`config.mk`:
```
export PLATFORM = sky130hd
export DESIGN_NAME = hex_id_crc7_checker_core
export DESIGN_NICKNAME = d
export VERILOG_FILES = /design/src/sv/hic_pkg.sv /design/src/sv/hex_id_crc7_checker_core.sv
export SDC_FILE = /design/constraint.sdc
export NUM_CORES = 1
export LEC_CHECK = 0
export ABC_CLOCK_PERIOD_IN_PS = 2200
export BUFFER_PORTS_ARGS = -buffer_cell sky130_fd_sc_hd__buf_4
export CORE_ASPECT_RATIO = 1.75
export CORE_MARGIN = 2
export CORE_UTILIZATION = 50
export DETAILED_ROUTE_END_ITERATION = 8
export GPL_TIMING_DRIVEN = 0
export PLACE_DENSITY = 0.75
export SLEW_MARGIN = 20
export SYNTH_ARGS = -nofsm -noshare
export SYNTH_HDL_FRONTEND = slang
export SYNTH_SLANG_ARGS = --single-unit
```
`constraint.sdc`:
```
create_clock -name clk -period 2.2 [get_ports clk]
set_input_delay 0.22 -clock clk [delete_from_list [all_inputs] [get_ports clk]]
set_output_delay 0.22 -clock clk [all_outputs]
set_load 0.01 [all_outputs]
```
`src/sv/hic_pkg.sv`:
```
// package with constants and decode helpers for the hex id crc7 checker
`default_nettype none

package hic_pkg;

    localparam logic [7:0] CRC_POLY   = 8'h91;
    localparam logic [7:0] CRC_SUBST  = 8'h6B;
    localparam int         ID_CHARS   = 16;
    localparam int         ID_BYTES   = 8;
    localparam int         COUNT_W    = 5;
    localparam logic [COUNT_W-1:0] COUNT_FULL = COUNT_W'(ID_CHARS);
    localparam logic [COUNT_W-1:0] COUNT_SAT  = COUNT_W'(ID_CHARS + 1);

    // hex flag in bit 4, digit value in bits 3..0
    typedef logic [4:0] hex_code_t;
    typedef logic [6:0] crc_t;

    // ascii letter or digit
    function automatic logic is_alnum(input logic [7:0] c);
        is_alnum = (c >= "0" && c <= "9") || (c >= "A" && c <= "Z") ||
                   (c >= "a" && c <= "z");
    endfunction

    // hex digit decode, zero when not a hex digit
    function automatic hex_code_t hex_code(input logic [7:0] c);
        logic [7:0] d;
        d = 8'h00;
        hex_code = 5'h00;
        if (c >= "0" && c <= "9")
        begin
            d = c - 8'h30;
            hex_code = {1'b1, d[3:0]};
        end
        else if (c >= "A" && c <= "F")
        begin
            d = c - 8'h37;
            hex_code = {1'b1, d[3:0]};
        end
        else if (c >= "a" && c <= "f")
        begin
            d = c - 8'h57;
            hex_code = {1'b1, d[3:0]};
        end
    endfunction

    // reflected crc7 over one byte, eight shift-xor steps
    function automatic crc_t crc_byte(input crc_t crc, input logic [7:0] b);
        logic [7:0] x;
        x = {1'b0, crc} ^ b;
        for (int k = 0; k < 8; k++)
        begin
            if (x[0])
                x = x ^ CRC_POLY;
            x = x >> 1;
        end
        crc_byte = x[6:0];
    endfunction

endpackage

`default_nettype wire

```
`src/sv/hex_id_crc7_checker_core.sv`:
```
// top level of the hex id crc7 checker
`default_nettype none

// Checks a 16-character alphanumeric ID streamed one character per transaction,
// with last_char marking the end; one id_valid result comes out for each marked
// character and none for the others. The pair decode and the eight-step crc
// update sit between the running state registers and the result register, so
// a new character is taken in every cycle while the result register is free
// or being drained. in_ready drops only while a result waits and out_ready is
// low. time_sign_check (reset 1) is written through cfg_wr_en/cfg_wr_data and
// should change only while the block is idle.
module hex_id_crc7_checker_core
    import hic_pkg::*;
(
    input  wire logic       clk,
    input  wire logic       rst_n,
    input  wire logic       cfg_wr_en,
    input  wire logic       cfg_wr_data,
    input  wire logic       in_valid,
    output logic            in_ready,
    input  wire logic [7:0] char_code,
    input  wire logic       last_char,
    output logic            out_valid,
    input  wire logic       out_ready,
    output logic            id_valid
);

    logic               time_sign_check_reg;
    logic [COUNT_W-1:0] char_count_reg, char_count_next;
    logic               all_alnum_reg, all_alnum_next;
    hex_code_t          first_half_reg, first_half_next;
    crc_t               crc_reg, crc_next;
    logic [7:0]         check_byte_reg, check_byte_next;
    logic [3:0]         version_nibble_reg, version_nibble_next;
    logic               time_sign_reg, time_sign_next;
    logic               out_valid_reg, out_valid_next;
    logic               id_valid_reg, id_valid_next;

    logic               in_fire;
    logic               ok;
    hex_code_t          second;
    logic [7:0]         byte_val;
    logic [2:0]         byte_idx;

    assign in_ready  = !out_valid_reg || out_ready;
    assign in_fire   = in_valid && in_ready;
    assign out_valid = out_valid_reg;
    assign id_valid  = id_valid_reg;

    // pair decode of the current character with the held first half
    always_comb
    begin
        second   = hex_code(char_code);
        byte_idx = char_count_reg[3:1];
        if (!first_half_reg[4])
            byte_val = 8'h00;
        else if (!second[4])
            byte_val = {4'h0, first_half_reg[3:0]};
        else
            byte_val = {first_half_reg[3:0], second[3:0]};
    end

    // running state update for one character
    always_comb
    begin
        char_count_next     = char_count_reg;
        all_alnum_next      = all_alnum_reg && is_alnum(char_code);
        first_half_next     = first_half_reg;
        crc_next            = crc_reg;
        check_byte_next     = check_byte_reg;
        version_nibble_next = version_nibble_reg;
        time_sign_next      = time_sign_reg;

        if (char_count_reg < COUNT_FULL)
        begin
            if (!char_count_reg[0])
            begin
                first_half_next = second;
            end
            else
            begin
                if (byte_idx == 3'd0)
                    version_nibble_next = byte_val[7:4];
                if (byte_idx == 3'd5)
                    time_sign_next = byte_val[7];
                if (byte_idx == 3'd1)
                begin
                    check_byte_next = byte_val;
                    crc_next        = crc_byte(crc_reg, CRC_SUBST);
                end
                else
                begin
                    crc_next = crc_byte(crc_reg, byte_val);
                end
            end
        end
        if (char_count_reg < COUNT_SAT)
            char_count_next = char_count_reg + 1'b1;

        ok = (char_count_next == COUNT_FULL) && all_alnum_next &&
             (version_nibble_next == 4'h0) && ({1'b0, crc_next} == check_byte_next) &&
             !(time_sign_check_reg && time_sign_next);
    end

    // result register
    always_comb
    begin
        out_valid_next = out_valid_reg;
        id_valid_next  = id_valid_reg;
        if (out_valid_reg && out_ready)
            out_valid_next = 1'b0;
        if (in_fire && last_char)
        begin
            out_valid_next = 1'b1;
            id_valid_next  = ok;
        end
    end

    // configuration register
    always_ff @(posedge clk or negedge rst_n)
    begin
        if (!rst_n)
            time_sign_check_reg <= 1'b1;
        else if (cfg_wr_en)
            time_sign_check_reg <= cfg_wr_data;
    end

    // id state, cleared after each marked character
    always_ff @(posedge clk or negedge rst_n)
    begin
        if (!rst_n)
        begin
            char_count_reg     <= '0;
            all_alnum_reg      <= 1'b1;
            first_half_reg     <= '0;
            crc_reg            <= '0;
            check_byte_reg     <= '0;
            version_nibble_reg <= '0;
            time_sign_reg      <= 1'b0;
        end
        else if (in_fire)
        begin
            if (last_char)
            begin
                char_count_reg     <= '0;
                all_alnum_reg      <= 1'b1;
                first_half_reg     <= '0;
                crc_reg            <= '0;
                check_byte_reg     <= '0;
                version_nibble_reg <= '0;
                time_sign_reg      <= 1'b0;
            end
            else
            begin
                char_count_reg     <= char_count_next;
                all_alnum_reg      <= all_alnum_next;
                first_half_reg     <= first_half_next;
                crc_reg            <= crc_next;
                check_byte_reg     <= check_byte_next;
                version_nibble_reg <= version_nibble_next;
                time_sign_reg      <= time_sign_next;
            end
        end
    end

    // output handshake
    always_ff @(posedge clk or negedge rst_n)
    begin
        if (!rst_n)
            out_valid_reg <= 1'b0;
        else
            out_valid_reg <= out_valid_next;
    end

    always_ff @(posedge clk)
    begin
        id_valid_reg <= id_valid_next;
    end

endmodule

`default_nettype wire

```
==> results.yml, run 1 <==
final_layout:
  layout.nets: 452
  drive_above_1_share_pct: 32.6
  stdcell_count: 511
  design_area_sq_um: 4030
  syn_to_final_growth_pct: 32.0
  largest_reg_flops: 8
  antenna_cells: 0
  nFillCells: 450
worst_setup_path:
  crit_path_start_kind: "input pin"
  worstSetupPathType: "in -> reg"
  worstPathArrival_ns: 2.90
  path_max_fanout: 5
  worstPathRequired_ns: 2.32
  end_kind: "register"
global_route:
  overflow: 0
  grt_max_degree: 34
  grt_use_total_pct: 29.1
  grt_pass1_wl_mm: 15.3
  grt_antenna_before_repair: 0
  grt_pass1_vias: 3204
placed_design:
  dp.cells: 471
  gp_congestion: 0.916
  portBuffers: 16
  dp_slack_ns: -1.03
  dp_hpwl_mm: 6.60
  placed_area_sq_um: 3360
synthesis:
  synth_edf_count: 1
  synth_area_per_cell_sq_um: 8.09
  syn_area_sq_um: 3050
  async_reset_ff_share_pct: 97.1
  synth_flop_cell: "dfrtp_1"
  netlist_instances: 377
  ys_types: 78
  yosys-top-cells-area: "dfrtp_1 25%, nand2_1 7.5%, o21ai_0 4.1%, xnor2_1 3.7%, a21oi_1 3.0%"
  netlist.area_leader.share_pct: 25.4
  ys_seq_area_share_pct: 28.1
  synth-seq-cells: 34
  synth_area_leader_cell: "dfrtp_1"
  synth_nets: 397
  yosysWarnings: 0
sta:
  rsz0062_at_grt: "true"
  fin_ws_ns: -0.581
  final.setup.tns_ns: -2.62
  period_needed_ns: 2.78
  fin_crit_sh_pct: 126
  drv_slew: 0
  finalSetupViolCount: 12
  slew_headroom_pct: 59.5
  max_freq_ghz: 0.360
  fin_skew_ns: 0.0129
  worstMarginPinSlew_ns: 0.608
  hold_viol: 0
route:
  drtIter0Drc: 249
  vias: 3239
  wire_per_inst_um: 19.2
  antenna_left: 0
  wirelength_mm: 9.79
  drtPass1Iterations: 5
  via_per_inst: 6.34
  drc_errors: 0
power_and_ir_drop:
  power_leakage_nw: 1.69
  vdd_drop_max_v: 0.000288
  power.density_nw_per_um2: 785
  power_w: 0.00316
clock_network:
  clk_path_buf_depth: 2
  cts_tree: "yes"
  cts-root-buf: "clkbuf_8"
  cts_made_buffers: 5
  cts_htree_levels: 2
  clk_latency_ns: 0.30
  clk_pin_slew_ns: 0.08
  clock-sinks: 34
die:
  die-area_sq_um: 6770
  core.rowCount: 37
  coreArea_sq_um: 5880
  die_x_um: 63.0
  die_y_um: 107
  start_util_pct: 51.9
  pin_count: 18
run:
  maxCapViolations: 0
min_path:
  hp-class: "in -> reg"
status:
  outcome: "finished, violations left"
  violations: "negative setup slack"
==> critical path, stage by stage <==
cell and delay, ns:
buf_12 0.12, ha_4 0.16, or4b_4 0.51, a21bo_1 0.21
o21a_4 0.15, buf_8 0.14, or3_4 0.38, a211oi_2 0.20
o21bai_1 0.12, xnor2_1 0.19, nand2_2 0.11, xnor2_2 0.18
nor4_2 0.22
==> synth_stat cells (5+ instances only) <==
cell type,count
o22ai_1,5
a31oi_1,7
nor2_1,24
nand2_1,61
a22o_1,8
o21ai_1,5
xor2_1,10
a32oi_1,6
and2_1,5
dfrtp_1,31
clkbuf_1,19
nand3_1,7
a21oi_1,18
o21ai_0,25
nor3_1,9
mux2i_1,6
inv_1,8
ha_1,5
o31ai_1,5
xnor2_1,13
==> worst paths after layout <==
path,slack (ns),depth (start not counted),startpoint,end
max,-0.58,13,char_code[0],id_valid$_DFFE_PP_
min,0.14,2,cfg_wr_data,time_sign_check_reg$_DFFE_PN1P_
max reg2reg,-0.45,9,first_half_reg[3]$_DFFE_PN0P_,id_valid$_DFFE_PP_
min reg2reg,0.49,2,all_alnum_reg$_DFFE_PN1P_,all_alnum_reg$_DFFE_PN1P_
max in group asynchronous,1.44,2,rst_n,all_alnum_reg$_DFFE_PN1P_
min in group asynchronous,0.43,2,rst_n,char_count_reg[0]$_DFFE_PN0P_
==> layout by cell type (no fill, tap or decap), types with 8 or more instances in the layout <==
master / count
o21ai_1: 8
o21ai_0: 20
nor2_1: 18
a21oi_1: 17
clkbuf_1: 16
nand2_1: 58
buf_4: 39
buf_6: 8
dfrtp_1: 31
==> routing by layer <==
layer	GRT usage (%)	share of wire [%]
met1	29.8	35
met4	25.9	7.1
met2	51.1	52
met3	3.66	5.1
met5	0	0
==> stage by stage <==
step / hold slack, ns / utilization (%)
5_1_grt: 0.159 / 68.5
3_5_place_dp: 0.197 / 57.1
4_1_cts: 0.155 / 64.6
2_1_floorplan: -0.0756 / -
3_3_place_gp: 0.192 / 57.1
6_report: 0.145 / 68.5
==> where the power goes <==
part | leakage (nW) | total [W] | internal (W) | switching [W]
registers | 0.452 | 0.000835 | 0.000727 | 0.000108
logic | 1.19 | 0.00182 | 0.000828 | 0.000989
clock network | 0.0472 | 0.000510 | 0.000252 | 0.000258
==> area by class of cell <==
cell class	instances	area, sq um	share of cell area [%]
buffer	28	146	3.63
clock buffer	6	82.6	2.05
clock inverter	2	12.5	0.311
inverter	8	55.1	1.37
multi-input combinational	306	2350	58.2
sequential	34	858	21.3
tap	78	97.6	2.42
timing repair buffer	49	429	10.7
==> timing repair <==
item	in CTS	in global routing
hold endpoints to repair	31	0
resized for setup	39	35
setup buffers	17	15
hold buffers	1	0
pin swaps	34	35
setup endpoints to repair	15	23
cloned	1	0
==> logic make-up (layout without fill, tap and decap cells) <==
family	count (synthesis)	in the layout	synth area share (%)
DFF	34	34	28.1
adders and majority gates	5	5	2.05
xor gates and xnor gates	25	25	7.67
buffers and inverters	37	93	5.62
and+or+nand+nor	147	147	25.3
AOI/OAI and AO/OA	121	121	28.1
muxes	8	8	3.08
Note: power is estimated with default switching activity, not from simulation.
==> run 2: changes to the inputs <==
- SKIP_CTS_REPAIR_TIMING: unset -> 1
==> run 2 against run 1 <==
- the run still ends with negative setup slack left
- non-clock buffer count decreased by 15
- clock power barely moved
- worst setup slack got worse by 0.12 ns
- first-iteration DRC count fell by 26%
- global-route usage is 2.4 points lower
- sequential cell count unchanged
- sequential share of layout area rose by 0.73 points
- critical endpoint unchanged
==> results.yml, run 2 (synthesis gave the netlist of run 1 again) <==
status:
  outcome: "finished, violations left"
  violations: "negative setup slack"
die:
  coreArea_sq_um: 5880
  core.rowCount: 37
  start_util_pct: 51.9
  die_y_um: 107
  pin_count: 18
  die_x_um: 63.0
  die-area_sq_um: 6770
final_layout:
  postLayoutCoreUtil_pct: 66.2
  final_cell_mix: "59 x nand2_1, 31 x dfrtp_1, 29 x buf_4"
  layout_commonest_cell: "nand2_1"
  antenna_cells: 0
  stdcell_count: 496
  largest_reg_flops: 8
  layout.nets: 437
  drive_above_1_share_pct: 30.1
  syn_to_final_growth_pct: 27.6
route:
  drtIter0Drc: 185
  topRoutingLayerUsed: "met4"
  drc_errors: 0
  met2_length_mm: 5.10
  wl_met3_um: 420
  wirelength_mm: 9.56
  vias: 3147
  via_per_inst: 6.34
  wire_per_inst_um: 19.3
  route.layer.met1.wl_mm: 3.38
  drtPass1Iterations: 4
  antenna_left: 0
sta:
  finalSetupViolCount: 9
  fin_crit_sh_pct: 132
  max_freq_ghz: 0.344
  worstMarginPinSlew_ns: 0.773
  fin_ws_ns: -0.704
  final.setup.tns_ns: -2.69
  slew_headroom_pct: 48.3
  period_needed_ns: 2.90
  drv_slew: 0
  rsz0062_at_grt: "true"
  fin_skew_ns: 0.0140
  hold_viol: 0
  holdWs_ns: 0.145
worst_setup_path:
  r2r-start: "crc_reg[4]$_DFFE_PN0P_"
  worstSetupPathType: "in -> reg"
  end_kind: "register"
  ff2ff_path_depth: 8
  worstPathArrival_ns: 3.03
  path_max_fanout: 5
  r2r_end: "id_valid$_DFFE_PP_"
  r2r_setup_slack_ns: -0.56
  startpoint: "char_code[1]"
  crit_end: "id_valid$_DFFE_PP_"
  crit_path_start_kind: "input pin"
  worstPathRequired_ns: 2.32
clock_network:
  cts_htree_levels: 2
  clock-sinks: 34
  clk_pin_slew_ns: 0.08
  clk_latency_ns: 0.30
  cts-root-buf: "clkbuf_8"
  cts_tree: "yes"
  clk_path_buf_depth: 2
  cts_made_buffers: 5
power_and_ir_drop:
  power_frac_clock_pct: 15.9
  power_leakage_nw: 1.60
  power.switching_w: 0.00137
  power.density_nw_per_um2: 821
  p_seq_share_pct: 26.2
  intPower_w: 0.00182
  pwr-share-comb_pct: 57.9
  vdd_drop_max_v: 0.000305
  p_sw_share_pct: 43.0
min_path:
  hp-class: "in -> reg"
global_route:
  overflow: 0
  grt_pass1_vias: 2993
  grt_pass1_wl_mm: 14.2
  grt_max_degree: 34
  grt_antenna_before_repair: 0
  grt_use_total_pct: 26.7
placed_design:
  dp_hpwl_mm: 6.60
  gp_congestion: 0.916
  portBuffers: 16
  dp.cells: 471
run:
  maxCapViolations: 0
==> run 2: cell types whose count changed in the layout (fill, tap and decap cells not counted), moves of 3 or more <==
cell | previous run | this run
nor2_1 | 18 | 21
o21ai_1 | 8 | 5
buf_4 | 39 | 29
buf_6 | 8 | 3
==> run 2: cell type report <==
cell class                 instances  area, sq um
clock inverter                     2         12.5
clock buffer                       6         82.6
multi-input combinational        306         2340
buffer                            27          141
inverter                           8         47.5
fill                             478         1990
sequential                        34          858
tap                               78         97.6
timing repair buffer              35          315
==> run 2: power groups by stage <==
stage,clock [W],sequential [W],combinational [W]
floorplan,0,0.000809,0.00120
global placement,0,0.000833,0.00145
detailed placement,0,0.000836,0.00148
CTS,0.000505,0.000824,0.00150
global route,0.000528,0.000849,0.00198
finish,0.000509,0.000838,0.00185
==> run 2: per-layer routing <==
layer  global-route usage (%)  up-vias
met3                     2.51       49
met2                     47.8      137
met4                     22.7        0
met5                        0        -
met1                     27.5     1500
li1                         -     1461
==> run 2: through the flow <==
stage | worst slack, ns | cell area, sq um | power (W)
after floorplan | -0.529 | 3140 | 0.00201
after global placement | -1.01 | 3360 | 0.00229
after detailed placement | -1.03 | 3360 | 0.00232
after CTS | -0.739 | 3450 | 0.00282
after global routing | -0.802 | 3890 | 0.00336
final | -0.704 | 3890 | 0.00320
==> run 2: worst max-delay path: stages <==
cell      delay, ns
buf_12         0.10
inv_12         0.03
ha_4           0.15
or4b_4         0.51
a21bo_1        0.25
o21a_4         0.16
buf_8          0.14
or2_4          0.26
and3_4         0.20
mux2i_4        0.17
xnor2_2        0.15
mux2i_2        0.30
o221ai_2       0.14
nor4_2         0.23
==> run 2: how the worst min path moves through the flow <==
stage / from / to / cells after the start
after floorplan: rst_n / char_count_reg[0]$_DFFE_PN0P_ / 0
after global routing: cfg_wr_data / time_sign_check_reg$_DFFE_PN1P_ / 2
final: cfg_wr_data / time_sign_check_reg$_DFFE_PN1P_ / 2
after CTS: rst_n / version_nibble_reg[0]$_DFFE_PN0P_ / 1
after global placement: rst_n / version_nibble_reg[1]$_DFFE_PN0P_ / 1
after detailed placement: rst_n / version_nibble_reg[1]$_DFFE_PN0P_ / 1
==> run 3: changes to the inputs <==
==> constraint.sdc (replaced) <==
create_clock -name clk -period 2.2 [get_ports clk]
set_input_delay 0.11 -clock clk [delete_from_list [all_inputs] [get_ports clk]]
set_output_delay 0.11 -clock clk [all_outputs]
set_load 0.01 [all_outputs]
==> run 3 against run 2 <==
- the flow still finishes with violations (negative setup slack)
- cell count shrank 1.8%
- first-iteration DRC count is 4.3% higher
- total power fell by 3.1%
- critical path depth down 1
- sequential cell count unchanged
- final area down 5.6%
- highest routed layer unchanged
==> results.yml, run 3 (synthesis gave the netlist of run 1 again) <==
final_layout:
  postLayoutCoreUtil_pct: 62.5
  largest_reg_flops: 8
  stdcell_count: 487
  layout.nets: 428
  drive_above_1_share_pct: 24.2
  final_cell_mix: "59 x nand2_1, 31 x dfrtp_1, 24 x o21ai_0"
  syn_to_final_growth_pct: 20.5
  layout_commonest_cell: "nand2_1"
  design_area_sq_um: 3680
  antenna_cells: 0
global_route:
  grt_pass1_vias: 2995
  grt_antenna_before_repair: 0
  overflow: 0
  grt_pass1_wl_mm: 14.3
  grt_max_degree: 34
  grt_use_total_pct: 27.2
worst_setup_path:
  worstPathArrival_ns: 2.89
  cpLargestDelayFamily: "compound AO/OA/AOI/OAI gates"
  end_kind: "register"
  crit_slowest_cell: "or4b_4"
  cp_cell_sequence: "buf_12, inv_12, ha_4, or4b_4, a21bo_1, o21a_4, o21a_1, o31ai_4, xnor2_2, nor2_1, a22oi_2, o2111ai_1, nor4_2"
  cp.buffers_inverters: 2
  worstPathRequired_ns: 2.32
  crit_path_start_kind: "input pin"
  worstSetupPathType: "in -> reg"
  path_max_fanout: 6
  cpPeakStageDelay_ns: 0.52
power_and_ir_drop:
  power.switching_w: 0.00126
  p_seq_share_pct: 27.1
  vdd_drop_max_v: 0.000347
  power_frac_clock_pct: 19.8
  intPower_w: 0.00184
  power_leakage_nw: 1.54
  p_sw_share_pct: 40.7
  power_w: 0.00310
  pwr-share-comb_pct: 53.1
  power.density_nw_per_um2: 842
die:
  start_util_pct: 51.9
  die-area_sq_um: 6770
  pin_count: 18
  coreArea_sq_um: 5880
  die_x_um: 63.0
  core.rowCount: 37
  die_y_um: 107
sta:
  period_needed_ns: 2.77
  drv_slew: 0
  rsz0062_at_grt: "true"
  finalSetupViolCount: 5
  final.setup.tns_ns: -1.49
  max_freq_ghz: 0.361
  fin_ws_ns: -0.573
  fin_crit_sh_pct: 126
  hold_viol: 0
  worstMarginPinSlew_ns: 0.583
  fin_skew_ns: 0.00983
  slew_headroom_pct: 61.1
placed_design:
  gp_congestion: 0.928
  placed_area_sq_um: 3350
  dp.cells: 471
  portBuffers: 16
  dp_hpwl_mm: 6.46
route:
  drtIter0Drc: 193
  antenna_left: 0
  drc_errors: 0
  vias: 3067
  via_per_inst: 6.30
  wire_per_inst_um: 18.2
  wirelength_mm: 8.84
  drtPass1Iterations: 4
clock_network:
  clock-sinks: 34
  clk_latency_ns: 0.30
  clk_path_buf_depth: 2
  cts-root-buf: "clkbuf_8"
  clk_pin_slew_ns: 0.07
  cts_tree: "yes"
  cts_htree_levels: 2
  cts_made_buffers: 5
status:
  outcome: "finished, violations left"
  violations: "negative setup slack"
run:
  maxCapViolations: 0
min_path:
  hp-class: "in -> reg"
==> run 3: through the flow <==
step                      hold WS, ns  setup WS, ns
after floorplan                -0.186        -0.419
after global placement         0.0826        -0.892
after detailed placement       0.0843        -0.959
after CTS                      -0.235        -0.663
after global routing           0.0431        -0.667
final                          0.0407        -0.573
==> run 3: area by class of cell <==
class | count | area, sq um
multi-input combinational | 306 | 2180
buffer | 27 | 140
clock inverter | 1 | 30.0
tap | 78 | 97.6
inverter | 8 | 47.5
clock buffer | 7 | 86.3
timing repair buffer | 26 | 235
sequential | 34 | 858
fill | 516 | 2200
==> run 3: worst reg2reg max path: stages (launching register included) <==
cell and delay (ns):
dfrtp_1 0.32, clkbuf_1 0.39, nand2_1 0.21, or3_4 0.46, o21ai_4 0.09, xnor2_2 0.11, xnor2_2 0.16, a31oi_1 0.25
o2111ai_1 0.20, nor4_2 0.31
==> run 3: worst paths after layout <==
kind,from,end,slack (ns),cells past startpoint
min in group asynchronous,rst_n,first_half_reg[1]$_DFFE_PN0P_,0.29,2
max in group asynchronous,rst_n,all_alnum_reg$_DFFE_PN1P_,1.57,2
hold reg to reg,all_alnum_reg$_DFFE_PN1P_,all_alnum_reg$_DFFE_PN1P_,0.50,2
setup reg to reg,first_half_reg[3]$_DFFE_PN0P_,id_valid$_DFFE_PP_,-0.48,9
setup / recovery,char_code[1],id_valid$_DFFE_PP_,-0.57,13
hold / removal,cfg_wr_data,time_sign_check_reg$_DFFE_PN1P_,0.04,2
==> run 3: power groups by stage <==
| stage | Clock [W] | Sequential [W] | Combinational, W |
|---|---|---|---|
| global route | 0.000642 | 0.000851 | 0.00179 |
| floorplan | 0 | 0.000809 | 0.00120 |
| global placement | 0 | 0.000834 | 0.00145 |
| finish | 0.000614 | 0.000839 | 0.00164 |
| CTS | 0.000616 | 0.000825 | 0.00149 |
| detailed placement | 0 | 0.000835 | 0.00148 |
==> run 3: layer usage <==
metal	GRT usage, %	part of all wire (%)	up-vias
met5	0	0	-
met4	22.2	7.5	0
met3	4.50	4.3	53
met2	48.3	52	129
met1	27.3	36	1436
li1	-	-	1449
